[src/rtl/llhs_pkg.sv]
// Shared types, constants and codes for the log-linear histogram statistics unit.
// Used by llhs_ctrl, llhs_dp and log_linear_histogram_stats_unit; depends on nothing.
`default_nettype none

package llhs_pkg;

  localparam int MAX_LEVELS = 32;
  localparam int MAX_BINS   = 16;
  localparam int DEPTH      = MAX_LEVELS * MAX_BINS;
  localparam int ADDR_W     = $clog2(DEPTH);
  localparam int K_W        = $clog2(MAX_LEVELS);
  localparam int BI_W       = $clog2(MAX_BINS);

  localparam int LVL_FW = 5;
  localparam int BIN_FW = 4;
  localparam int CFG_W  = 5;

  localparam logic [1:0] FUNC_REC   = 2'd0;
  localparam logic [1:0] FUNC_READ  = 2'd1;
  localparam logic [1:0] FUNC_CLEAR = 2'd2;

  localparam logic [1:0] ST_OK     = 2'd0;
  localparam logic [1:0] ST_BEYOND = 2'd1;
  localparam logic [1:0] ST_RANGE  = 2'd2;

  localparam logic CFG_RANGES = 1'b0;
  localparam logic CFG_BASE   = 1'b1;

  localparam logic [CFG_W-1:0] RANGES_RST = 5'd16;
  localparam logic [CFG_W-1:0] BASE_RST   = 5'd2;

  typedef struct packed {
    logic load;
    logic lvl_step;
    logic geo;
    logic diff;
    logic bin_step;
    logic mem_rd;
    logic wb;
    logic clr_wr;
    logic out_load;
  } cmd_t;

  typedef struct packed {
    logic [1:0] in_func;
    logic       rd_oob;
    logic       lvl_hit;
    logic       lvl_miss;
    logic       bin_done;
    logic       clr_last;
    logic       out_busy;
  } stat_t;

endpackage

`default_nettype wire

[src/rtl/llhs_ctrl.sv]
// Sequencer of the log-linear histogram statistics unit.
// Drives llhs_dp through llhs_pkg::cmd_t and reacts to llhs_pkg::stat_t.
`default_nettype none

module llhs_ctrl (
  input  wire logic           clk,
  input  wire logic           rst_n,
  input  wire logic           in_tvalid,
  output logic                in_tready,
  input  wire llhs_pkg::stat_t st,
  output llhs_pkg::cmd_t      cmd
);

  localparam logic [3:0] S_INIT = 4'd0;
  localparam logic [3:0] S_IDLE = 4'd1;
  localparam logic [3:0] S_CLR  = 4'd2;
  localparam logic [3:0] S_LVL  = 4'd3;
  localparam logic [3:0] S_GEO  = 4'd4;
  localparam logic [3:0] S_DIFF = 4'd5;
  localparam logic [3:0] S_BIN  = 4'd6;
  localparam logic [3:0] S_RD   = 4'd7;
  localparam logic [3:0] S_WB   = 4'd8;
  localparam logic [3:0] S_FIN  = 4'd9;

  logic [3:0] state_r, state_nxt;
  logic       acc;

  assign in_tready = (state_r == S_IDLE);
  assign acc       = in_tvalid & in_tready;

  always_comb begin
    cmd       = '0;
    state_nxt = state_r;
    unique case (state_r)
      S_INIT: begin
        cmd.clr_wr = 1'b1;
        if (st.clr_last) state_nxt = S_IDLE;
      end
      S_IDLE: begin
        if (acc) begin
          cmd.load = 1'b1;
          priority if (st.in_func == llhs_pkg::FUNC_REC) begin
            state_nxt = S_LVL;
          end else if (st.in_func == llhs_pkg::FUNC_READ) begin
            state_nxt = st.rd_oob ? S_FIN : S_LVL;
          end else if (st.in_func == llhs_pkg::FUNC_CLEAR) begin
            state_nxt = S_CLR;
          end else begin
            state_nxt = S_FIN;
          end
        end
      end
      S_CLR: begin
        cmd.clr_wr = 1'b1;
        if (st.clr_last) state_nxt = S_FIN;
      end
      S_LVL: begin
        cmd.lvl_step = 1'b1;
        if (st.lvl_hit) state_nxt = S_GEO;
        else if (st.lvl_miss) state_nxt = S_FIN;
      end
      S_GEO: begin
        cmd.geo   = 1'b1;
        state_nxt = S_DIFF;
      end
      S_DIFF: begin
        cmd.diff  = 1'b1;
        state_nxt = S_BIN;
      end
      S_BIN: begin
        cmd.bin_step = 1'b1;
        if (st.bin_done) state_nxt = S_RD;
      end
      S_RD: begin
        cmd.mem_rd = 1'b1;
        state_nxt  = S_WB;
      end
      S_WB: begin
        cmd.wb    = 1'b1;
        state_nxt = S_FIN;
      end
      S_FIN: begin
        if (!st.out_busy) begin
          cmd.out_load = 1'b1;
          state_nxt    = S_IDLE;
        end
      end
      default: state_nxt = S_INIT;
    endcase
  end

  always_ff @(posedge clk) begin
    if (!rst_n) begin
      state_r <= S_INIT;
    end else begin
      state_r <= state_nxt;
    end
  end

endmodule

`default_nettype wire

[config.mk]
export PLATFORM = sky130hd
export DESIGN_NAME = llhs_ctrl
export DESIGN_NICKNAME = d
export VERILOG_FILES = /design/src/rtl/llhs_pkg.sv /design/src/rtl/llhs_ctrl.sv
export SDC_FILE = /design/constraint.sdc
export NUM_CORES = 1
export LEC_CHECK = 0
export ABC_AREA = 0
export BUFFER_PORTS_ARGS = -buffer_cell sky130_fd_sc_hd__buf_2
export CORE_AREA = 5 5 42 44
export CTS_CLUSTER_SIZE = 24
export DETAILED_ROUTE_END_ITERATION = 7
export DIE_AREA = 0 0 47 49
export HOLD_SLACK_MARGIN = 0.15
export SYNTH_ARGS = -nofsm -noshare
export SYNTH_HDL_FRONTEND = slang
export SYNTH_SLANG_ARGS = --single-unit
export TNS_END_PERCENT = 5
[constraint.sdc]
create_clock -name clk -period 4.31 [get_ports clk]
set_input_delay 0.6465 -clock clk [delete_from_list [all_inputs] [get_ports clk]]
set_output_delay 0.6465 -clock clk [all_outputs]
set_load 0.02 [all_outputs]
Yosys cells after proc, flatten, opt, wreduce, memory -nomap -nowiden. Cells that the tools add are included.

Output and inout bits: 10. Logic and storage cells: 46. Register bits: 4.

Reduce and logical (&&, ||, !) cells: 4. Equal/unequal tests: 17. Bitwise logic cells: 1. Multiplexer cells: 23.

Operators by type and width (count): $mux W4 (11); $pmux W4 S10 (1); $eq A4 B3 Y1 const B (4); $mux W1 (11); $eq A4 B2 Y1 const B (2); $eq A4 B4 Y1 const B (2); $ne A2 B2 Y1 const B (4); $reduce_and A6 Y1 (1); $eq A4 B1 Y1 const B (1); $logic_not A4 Y1 (1); $ne A3 B3 Y1 const B (1); $eq A2 B1 Y1 const B (1); $eq A2 B2 Y1 const B (1); $logic_not A2 Y1 (1); $ne A2 B1 Y1 const B (1); $reduce_or A2 Y1 (1); $and A1 B1 Y1 (1).

Logic depth before layout (Yosys ltp). Gate-level depths: netlist of run 1.

Word-level depth: 6. Mapped depth: 5.

Least setup slack after synthesis of run 1. No wires, ideal clock.

Path type: reg2out. Start point: register state_r[2]. End point: output cmd[8] in the netlist's numbering. Buffers on the path: 1. Stages on the path, launching flop included: 4. Data arrival time: 1.381 ns. Slack: 2.282 ns. Path through: dfxtp_1 > clkbuf_1 > nor3_1 > and2_1.

RTL lines: start, declared (line llhs_ctrl.sv:25) `logic [3:0] state_r, state_nxt;`; start signal, assigned (line llhs_ctrl.sv:96) `state_r <= state_nxt;`; end, declared (line llhs_ctrl.sv:11) `output llhs_pkg::cmd_t cmd`.

==> metrics.json, run 1 <==
{
  "outcome": {"value": "completed"},
  "cts.repair_timing.setup_buffer_count": {"value": 0},
  "cellInternalPower": {"value": 0.0967, "unit": "mW"},
  "cts-resized-gates": {"value": 0},
  "area_grow_syn2layout": {"value": 31.0, "unit": "%"},
  "floorplan.rows": {"value": 14},
  "endpoint_kind": {"value": "output port"},
  "min_period": {"value": 2110, "unit": "ps"},
  "timing.setup.tns": {"value": 0, "unit": "ps"},
  "tritoncts_num_sinks": {"value": 4},
  "timing.critical_path.depth": {"value": 4},
  "worst_clock_skew": {"value": 1.35, "unit": "ps"},
  "clk_path_buf_depth": {"value": 2},
  "drt-total-wl": {"value": 1030, "unit": "um"},
  "die_w": {"value": 47, "unit": "um"},
  "netlist_instances": {"value": 61},
  "yosys.area_share.xor_xnor": {"value": 0.0217},
  "synth_area_per_cell": {"value": 6.63, "unit": "um2"},
  "power.static_leakage": {"value": 0.253, "unit": "nW"},
  "synthDominantAreaCellType": {"value": "sky130_fd_sc_hd__dfxtp_1"},
  "io-pin-count": {"value": 21},
  "max-cap-violations": {"value": 0},
  "clkSlewWorstSetupHoldPaths": {"value": 30, "unit": "ps"},
  "post_synth_mux_area_share": {"value": 0.0248},
  "largest_register": {"value": "state_r"},
  "grt_start_max_net_pins": {"value": 16},
  "slew_at_the_pin_closest_to_its_max_slew_limit": {"value": 502, "unit": "ps"},
  "logic_pwr_share": {"value": 0.360},
  "cp_data_required_time": {"value": 3660, "unit": "ps"},
  "p_switching": {"value": 0.0572, "unit": "mW"},
  "p_seq_frac": {"value": 0.348},
  "synth_edf_count": {"value": 0},
  "synth_async_sr_flop_share": {"value": 0},
  "cell_types_with_the_largest_area_share_after_synthesis": {"value": "sky130_fd_sc_hd__dfxtp_1 20%, sky130_fd_sc_hd__nor2_1 10%, sky130_fd_sc_hd__nor3_1 8.7%, sky130_fd_sc_hd__o21ai_0 5.0%, sky130_fd_sc_hd__nand2_1 4.6%"},
  "timing_worst_setup_path_type": {"value": "reg2out"},
  "synth.lib_cells_used.distinct": {"value": 29},
  "cts-root-buf": {"value": "sky130_fd_sc_hd__clkbuf_4"},
  "synthDominantCellAreaShare": {"value": 0.198},
  "cts.hold.buffers_added": {"value": 0},
  "clkLatencyLatePin": {"value": 230, "unit": "ps"},
  "worst-path-buf-inv": {"value": 1},
  "peakVddDrop": {"value": 168, "unit": "uV"},
  "largest_register_ff_count": {"value": 4},
  "max-slew-margin-rel": {"value": 0.665},
  "wl_per_cell": {"value": 10.7, "unit": "um"},
  "design.die.area": {"value": 0.00230, "unit": "mm2"},
  "cts_tree": {"value": "built"},
  "final-max-slew-violation-count": {"value": 0},
  "path_max_fanout": {"value": 13},
  "main_combinational_cell_family_by_area_after_synthesis": {"value": "simple AND/OR/NAND/NOR gates"},
  "finalWeightedCongestion": {"value": 0.788},
  "n_antenna_cell": {"value": 0},
  "longest_individual_stage_delay_on_the_worst_path": {"value": 620, "unit": "ps"},
  "finalHoldViolCount": {"value": 0},
  "worstRegToRegCells": {"value": 4},
  "detailedPlacementHpwl": {"value": 816, "unit": "um"},
  "grt_setup_unrepaired": {"value": "no"},
  "ys_dominant_reg_cell": {"value": "sky130_fd_sc_hd__dfxtp_1"},
  "yosys.area_share.simple": {"value": 0.461},
  "cp_data_arrival_time": {"value": 1460, "unit": "ps"},
  "io_buffer_count": {"value": 20},
  "cts-buffers-inserted": {"value": 3},
  "setup_violations": {"value": 0},
  "initial_core_util": {"value": 0.288},
  "adder_and_majority_gate_portion_of_the_synthesized_area": {"value": 0},
  "min-delay-path-class": {"value": "in2reg"},
  "switching_fraction": {"value": 0.372},
  "drcViolationCount": {"value": 0},
  "final_layout_size_suffix_gt1_frac": {"value": 0.325},
  "detailedRoute.firstPassIterationCount": {"value": 3},
  "setup.worst_path.start_class": {"value": "register"},
  "reg.largest.list": {"value": "state_r (4)"},
  "ctsHtreeMaxLevel": {"value": 1},
  "synth.cells.most_frequent": {"value": "11 x sky130_fd_sc_hd__nor2_1, 7 x sky130_fd_sc_hd__nor3_1, 5 x sky130_fd_sc_hd__nand2_1, 4 x sky130_fd_sc_hd__dfxtp_1, 4 x sky130_fd_sc_hd__o21ai_0"},
  "total_power_divided_by_cell_area": {"value": 291, "unit": "mW/mm2"},
  "syn-cell-area": {"value": 404, "unit": "um2"},
  "synth-seq-cells": {"value": 4},
  "fraction_of_the_mapped_netlist_area_in_compound_gates": {"value": 0.223},
  "gr-total-overflow": {"value": 0},
  "grt_pass1_vias": {"value": 407},
  "ordered_cell_list_for_the_critical_path": {"value": "nand2b_4 > nor3_1 > and2_1 > buf_2"},
  "grt_pass1_wl": {"value": 1650, "unit": "um"},
  "cpLargestDelayFamily": {"value": "flip-flops"},
  "routed_via_density": {"value": 5.03},
  "globalRouteTotalUtil": {"value": 0.0944},
  "max_freq": {"value": 0.475, "unit": "GHz"},
  "net_total_in_the_final_layout": {"value": 93},
  "cpMaxStageDelayCell": {"value": "sky130_fd_sc_hd__dfxtp_1"},
  "grt_antenna_before_repair": {"value": 0},
  "fp.coreArea": {"value": 0.00140, "unit": "mm2"},
  "power.total": {"value": 0.154, "unit": "mW"},
  "hold_path_stages": {"value": 3},
  "yosys.cell_count.top_type": {"value": "sky130_fd_sc_hd__nor2_1"},
  "ant_nets_after_route": {"value": 0},
  "layout_worst_path_cycle_share": {"value": 0.489},
  "die_y": {"value": 49, "unit": "um"},
  "yosys_synthesis_warning_count": {"value": 0},
  "dr.first_iter.drc_count": {"value": 4},
  "synth_nets": {"value": 72},
  "total_vias_in_the_final_route": {"value": 483},
  "synth_seq_area_share": {"value": 0.198},
  "pwr-share-clk": {"value": 0.291}
}
## per-layer routing
metal | up-vias | part of all wire | track usage
li1 | 256 | - | -
met1 | 214 | 0.47 | 0.121
met2 | 11 | 0.47 | 0.145
met3 | 2 | 0.052 | 0.0111
met4 | 0 | 0.015 | 0.0553
met5 | - | 0 | 0
## layout by cell type, fill, tap and decap left out, types with 2 or more instances in the layout
| master | n |
|---|---|
| sky130_fd_sc_hd__buf_2 | 20 |
| sky130_fd_sc_hd__nand2b_1 | 2 |
| sky130_fd_sc_hd__and2_1 | 2 |
| sky130_fd_sc_hd__clkbuf_4 | 3 |
| sky130_fd_sc_hd__inv_1 | 3 |
| sky130_fd_sc_hd__nand2_1 | 5 |
| sky130_fd_sc_hd__dfxtp_1 | 4 |
| sky130_fd_sc_hd__nor3_1 | 7 |
| sky130_fd_sc_hd__o21ai_0 | 4 |
| sky130_fd_sc_hd__nor2_1 | 11 |
## power groups by stage
stage | clock network (mW) | logic, mW | registers, mW
floorplan | 0 | 0.0484 | 0.0445
global placement | 0 | 0.0558 | 0.0533
detailed placement | 0 | 0.0556 | 0.0540
CTS | 0.0478 | 0.0559 | 0.0534
global route | 0.0495 | 0.0630 | 0.0547
finish | 0.0448 | 0.0555 | 0.0536
## per-stage QoR
stage	hold slack [ps]	worst slack, ps	cell area, um2	instances	util
after global routing	711	2060	529	96	0.378
after floorplan	602	2280	404	61	-
after CTS	692	2180	529	96	0.378
final	697	2200	529	96	0.378
after detailed placement	714	2440	507	93	0.362
after global placement	704	2480	507	93	0.362
## cells by family after synthesis
logic type / count (synthesis)
DFF: 4
AOI/OAI and AO/OA: 13
xor gates and xnor gates: 1
buffers and inverters: 7
muxes: 1
and+or+nand+nor: 35
## area by class of cell
type                       instances  area [um2]
sequential                         4        80.1
timing repair buffer              20         100
inverter                           3        11.3
tap                               16        20.0
fill                             164         872
clock buffer                       3        22.5
multi-input combinational         50         295
## worst min-delay path: cells and delay by family
| kind | cells | cell delay, ps |
|---|---|---|
| buf+inv | 1 | 110 |
| compound gates | 1 | 70 |
| simple gates | 1 | 50 |
## path summary, 6_finish.rpt
path,start,endpoint,slack [ps]
worst min register to register,state_r[2],state_r[2],710
worst max register to register,state_r[0],state_r[1],2530
worst max-delay path,state_r[0],cmd[8],2200
worst min-delay path,st[0],state_r[3],700
(Power assumes the default switching activity.)
==> inputs of run 2 (changes only) <==
- clock period: 4.31 -> 2 ns (I/O delays scaled with it)
==> metrics.json, run 2 (synthesis results as in run 1) <==
{
  "clkSlewWorstSetupHoldPaths": {"value": 40, "unit": "ps"},
  "endpoint_kind": {"value": "output port"},
  "grt_antenna_before_repair": {"value": 0},
  "cts-root-buf": {"value": "sky130_fd_sc_hd__clkbuf_4"},
  "design.die.area": {"value": 0.00230, "unit": "mm2"},
  "tritoncts_num_sinks": {"value": 4},
  "min-delay-path-class": {"value": "in2reg"},
  "cts_tree": {"value": "built"},
  "grt_setup_unrepaired": {"value": "no"},
  "setup.worst_path.start_class": {"value": "register"},
  "cp_data_arrival_time": {"value": 1320, "unit": "ps"},
  "floorplan.rows": {"value": 14},
  "worstRegToRegCells": {"value": 5},
  "max-slew-margin-rel": {"value": 0.720},
  "highest_count_cells_in_the_layout_ignoring_fill_and_taps": {"value": "20 x sky130_fd_sc_hd__buf_2, 11 x sky130_fd_sc_hd__nor2_1, 7 x sky130_fd_sc_hd__nor3_1"},
  "globalRouteTotalUtil": {"value": 0.100},
  "total_power_divided_by_cell_area": {"value": 625, "unit": "mW/mm2"},
  "cts.repair_timing.setup_buffer_count": {"value": 0},
  "timing.setup.tns": {"value": 0, "unit": "ps"},
  "largest_register": {"value": "state_r"},
  "gr-total-overflow": {"value": 0},
  "die_y": {"value": 49, "unit": "um"},
  "total_vias_in_the_final_route": {"value": 480},
  "area_grow_syn2layout": {"value": 34.7, "unit": "%"},
  "die_w": {"value": 47, "unit": "um"},
  "dr.first_iter.drc_count": {"value": 8},
  "ctsHtreeMaxLevel": {"value": 1},
  "slew_at_the_pin_closest_to_its_max_slew_limit": {"value": 419, "unit": "ps"},
  "ant_nets_after_route": {"value": 0},
  "cts.hold.buffers_added": {"value": 0},
  "total_area_of_multi_input_combinational_cells": {"value": 295, "unit": "um2"},
  "min_period": {"value": 1620, "unit": "ps"},
  "layout.cells.most_common": {"value": "sky130_fd_sc_hd__buf_2"},
  "timing_worst_setup_path_type": {"value": "reg2out"},
  "grt_pass1_vias": {"value": 421},
  "grt_pass1_wl": {"value": 1730, "unit": "um"},
  "io-pin-count": {"value": 21},
  "reg.largest.list": {"value": "state_r (4)"},
  "worst_clock_skew": {"value": 2.83, "unit": "ps"},
  "outcome": {"value": "completed"},
  "peakVddDrop": {"value": 292, "unit": "uV"},
  "path_max_fanout": {"value": 15},
  "final_layout_size_suffix_gt1_frac": {"value": 0.341},
  "cts-resized-gates": {"value": 0},
  "dpl.cell_count": {"value": 95},
  "final.fill_count": {"value": 169},
  "finalHoldViolCount": {"value": 0},
  "net_total_in_the_final_layout": {"value": 95},
  "largest_register_ff_count": {"value": 4},
  "final-max-slew-violation-count": {"value": 0},
  "drcViolationCount": {"value": 0},
  "layout_worst_path_cycle_share": {"value": 0.811},
  "sequential_cell_area": {"value": 80.1, "unit": "um2"},
  "setup_violations": {"value": 0},
  "detailedPlacementHpwl": {"value": 899, "unit": "um"},
  "io_buffer_count": {"value": 20},
  "cp_data_required_time": {"value": 1700, "unit": "ps"},
  "max-cap-violations": {"value": 0},
  "fin_cells": {"value": 98},
  "routed_via_density": {"value": 4.90},
  "clk_path_buf_depth": {"value": 2},
  "fp.coreArea": {"value": 0.00140, "unit": "mm2"},
  "initial_core_util": {"value": 0.288},
  "grt_start_max_net_pins": {"value": 16},
  "wl_per_cell": {"value": 10.9, "unit": "um"},
  "finalWeightedCongestion": {"value": 0.806},
  "power.total": {"value": 0.340, "unit": "mW"},
  "clkLatencyLatePin": {"value": 230, "unit": "ps"},
  "drt-total-wl": {"value": 1070, "unit": "um"},
  "cts-buffers-inserted": {"value": 3},
  "hold_slack": {"value": 365, "unit": "ps"},
  "max_freq": {"value": 0.617, "unit": "GHz"},
  "detailedRoute.firstPassIterationCount": {"value": 4},
  "power.static_leakage": {"value": 0.263, "unit": "nW"},
  "hold_path_stages": {"value": 3},
  "n_antenna_cell": {"value": 0}
}
run 2: where the power goes:
| part | leakage (nW) | switching, mW | internal [mW] | total [mW] |
|---|---|---|---|---|
| logic | 0.216 | 0.0808 | 0.0598 | 0.141 |
| clock network | 0.0138 | 0.0299 | 0.0669 | 0.0968 |
| registers | 0.0327 | 0.0145 | 0.0881 | 0.103 |
| total | 0.263 | 0.125 | 0.215 | 0.340 |
run 2: through the flow:
stage                util  area, um2  setup WS, ps
global placement    0.372        522           435
CTS                 0.388        544           375
finish              0.388        544           378
floorplan               -        404           319
detailed placement  0.372        522           420
global route        0.388        544           254
run 2: path summary, 6_finish.rpt:
kind	from	endpoint	slack (ps)
worst max register to register	state_r[3]	state_r[3]	410
worst max-delay path	state_r[2]	cmd[0]	380
worst min register to register	state_r[3]	state_r[2]	690
worst min-delay path	st[0]	state_r[3]	370
run 2: worst max-delay path, cell delays in order, from the launching register on:
cell,delay [ps]
sky130_fd_sc_hd__dfxtp_1,420
sky130_fd_sc_hd__nor2_1,260
sky130_fd_sc_hd__nand3_1,150
sky130_fd_sc_hd__nor2_1,90
sky130_fd_sc_hd__buf_2,160
run 2: layout make-up:
type                    count  share of cell area
multi-input cells          50               0.543
repair buffers             22               0.211
well taps                  16              0.0368
clock buffers               3              0.0414
inverters                   3              0.0207
flip-flops and latches      4               0.147
run 2: metal layers:
| layer | up-vias | GRT usage | part of all wire |
|---|---|---|---|
| li1 | 263 | - | - |
| met5 | - | 0 | 0 |
| met3 | 0 | 0.0258 | 0.050 |
| met4 | 0 | 0.0415 | 0 |
| met1 | 208 | 0.130 | 0.45 |
| met2 | 9 | 0.152 | 0.50 |
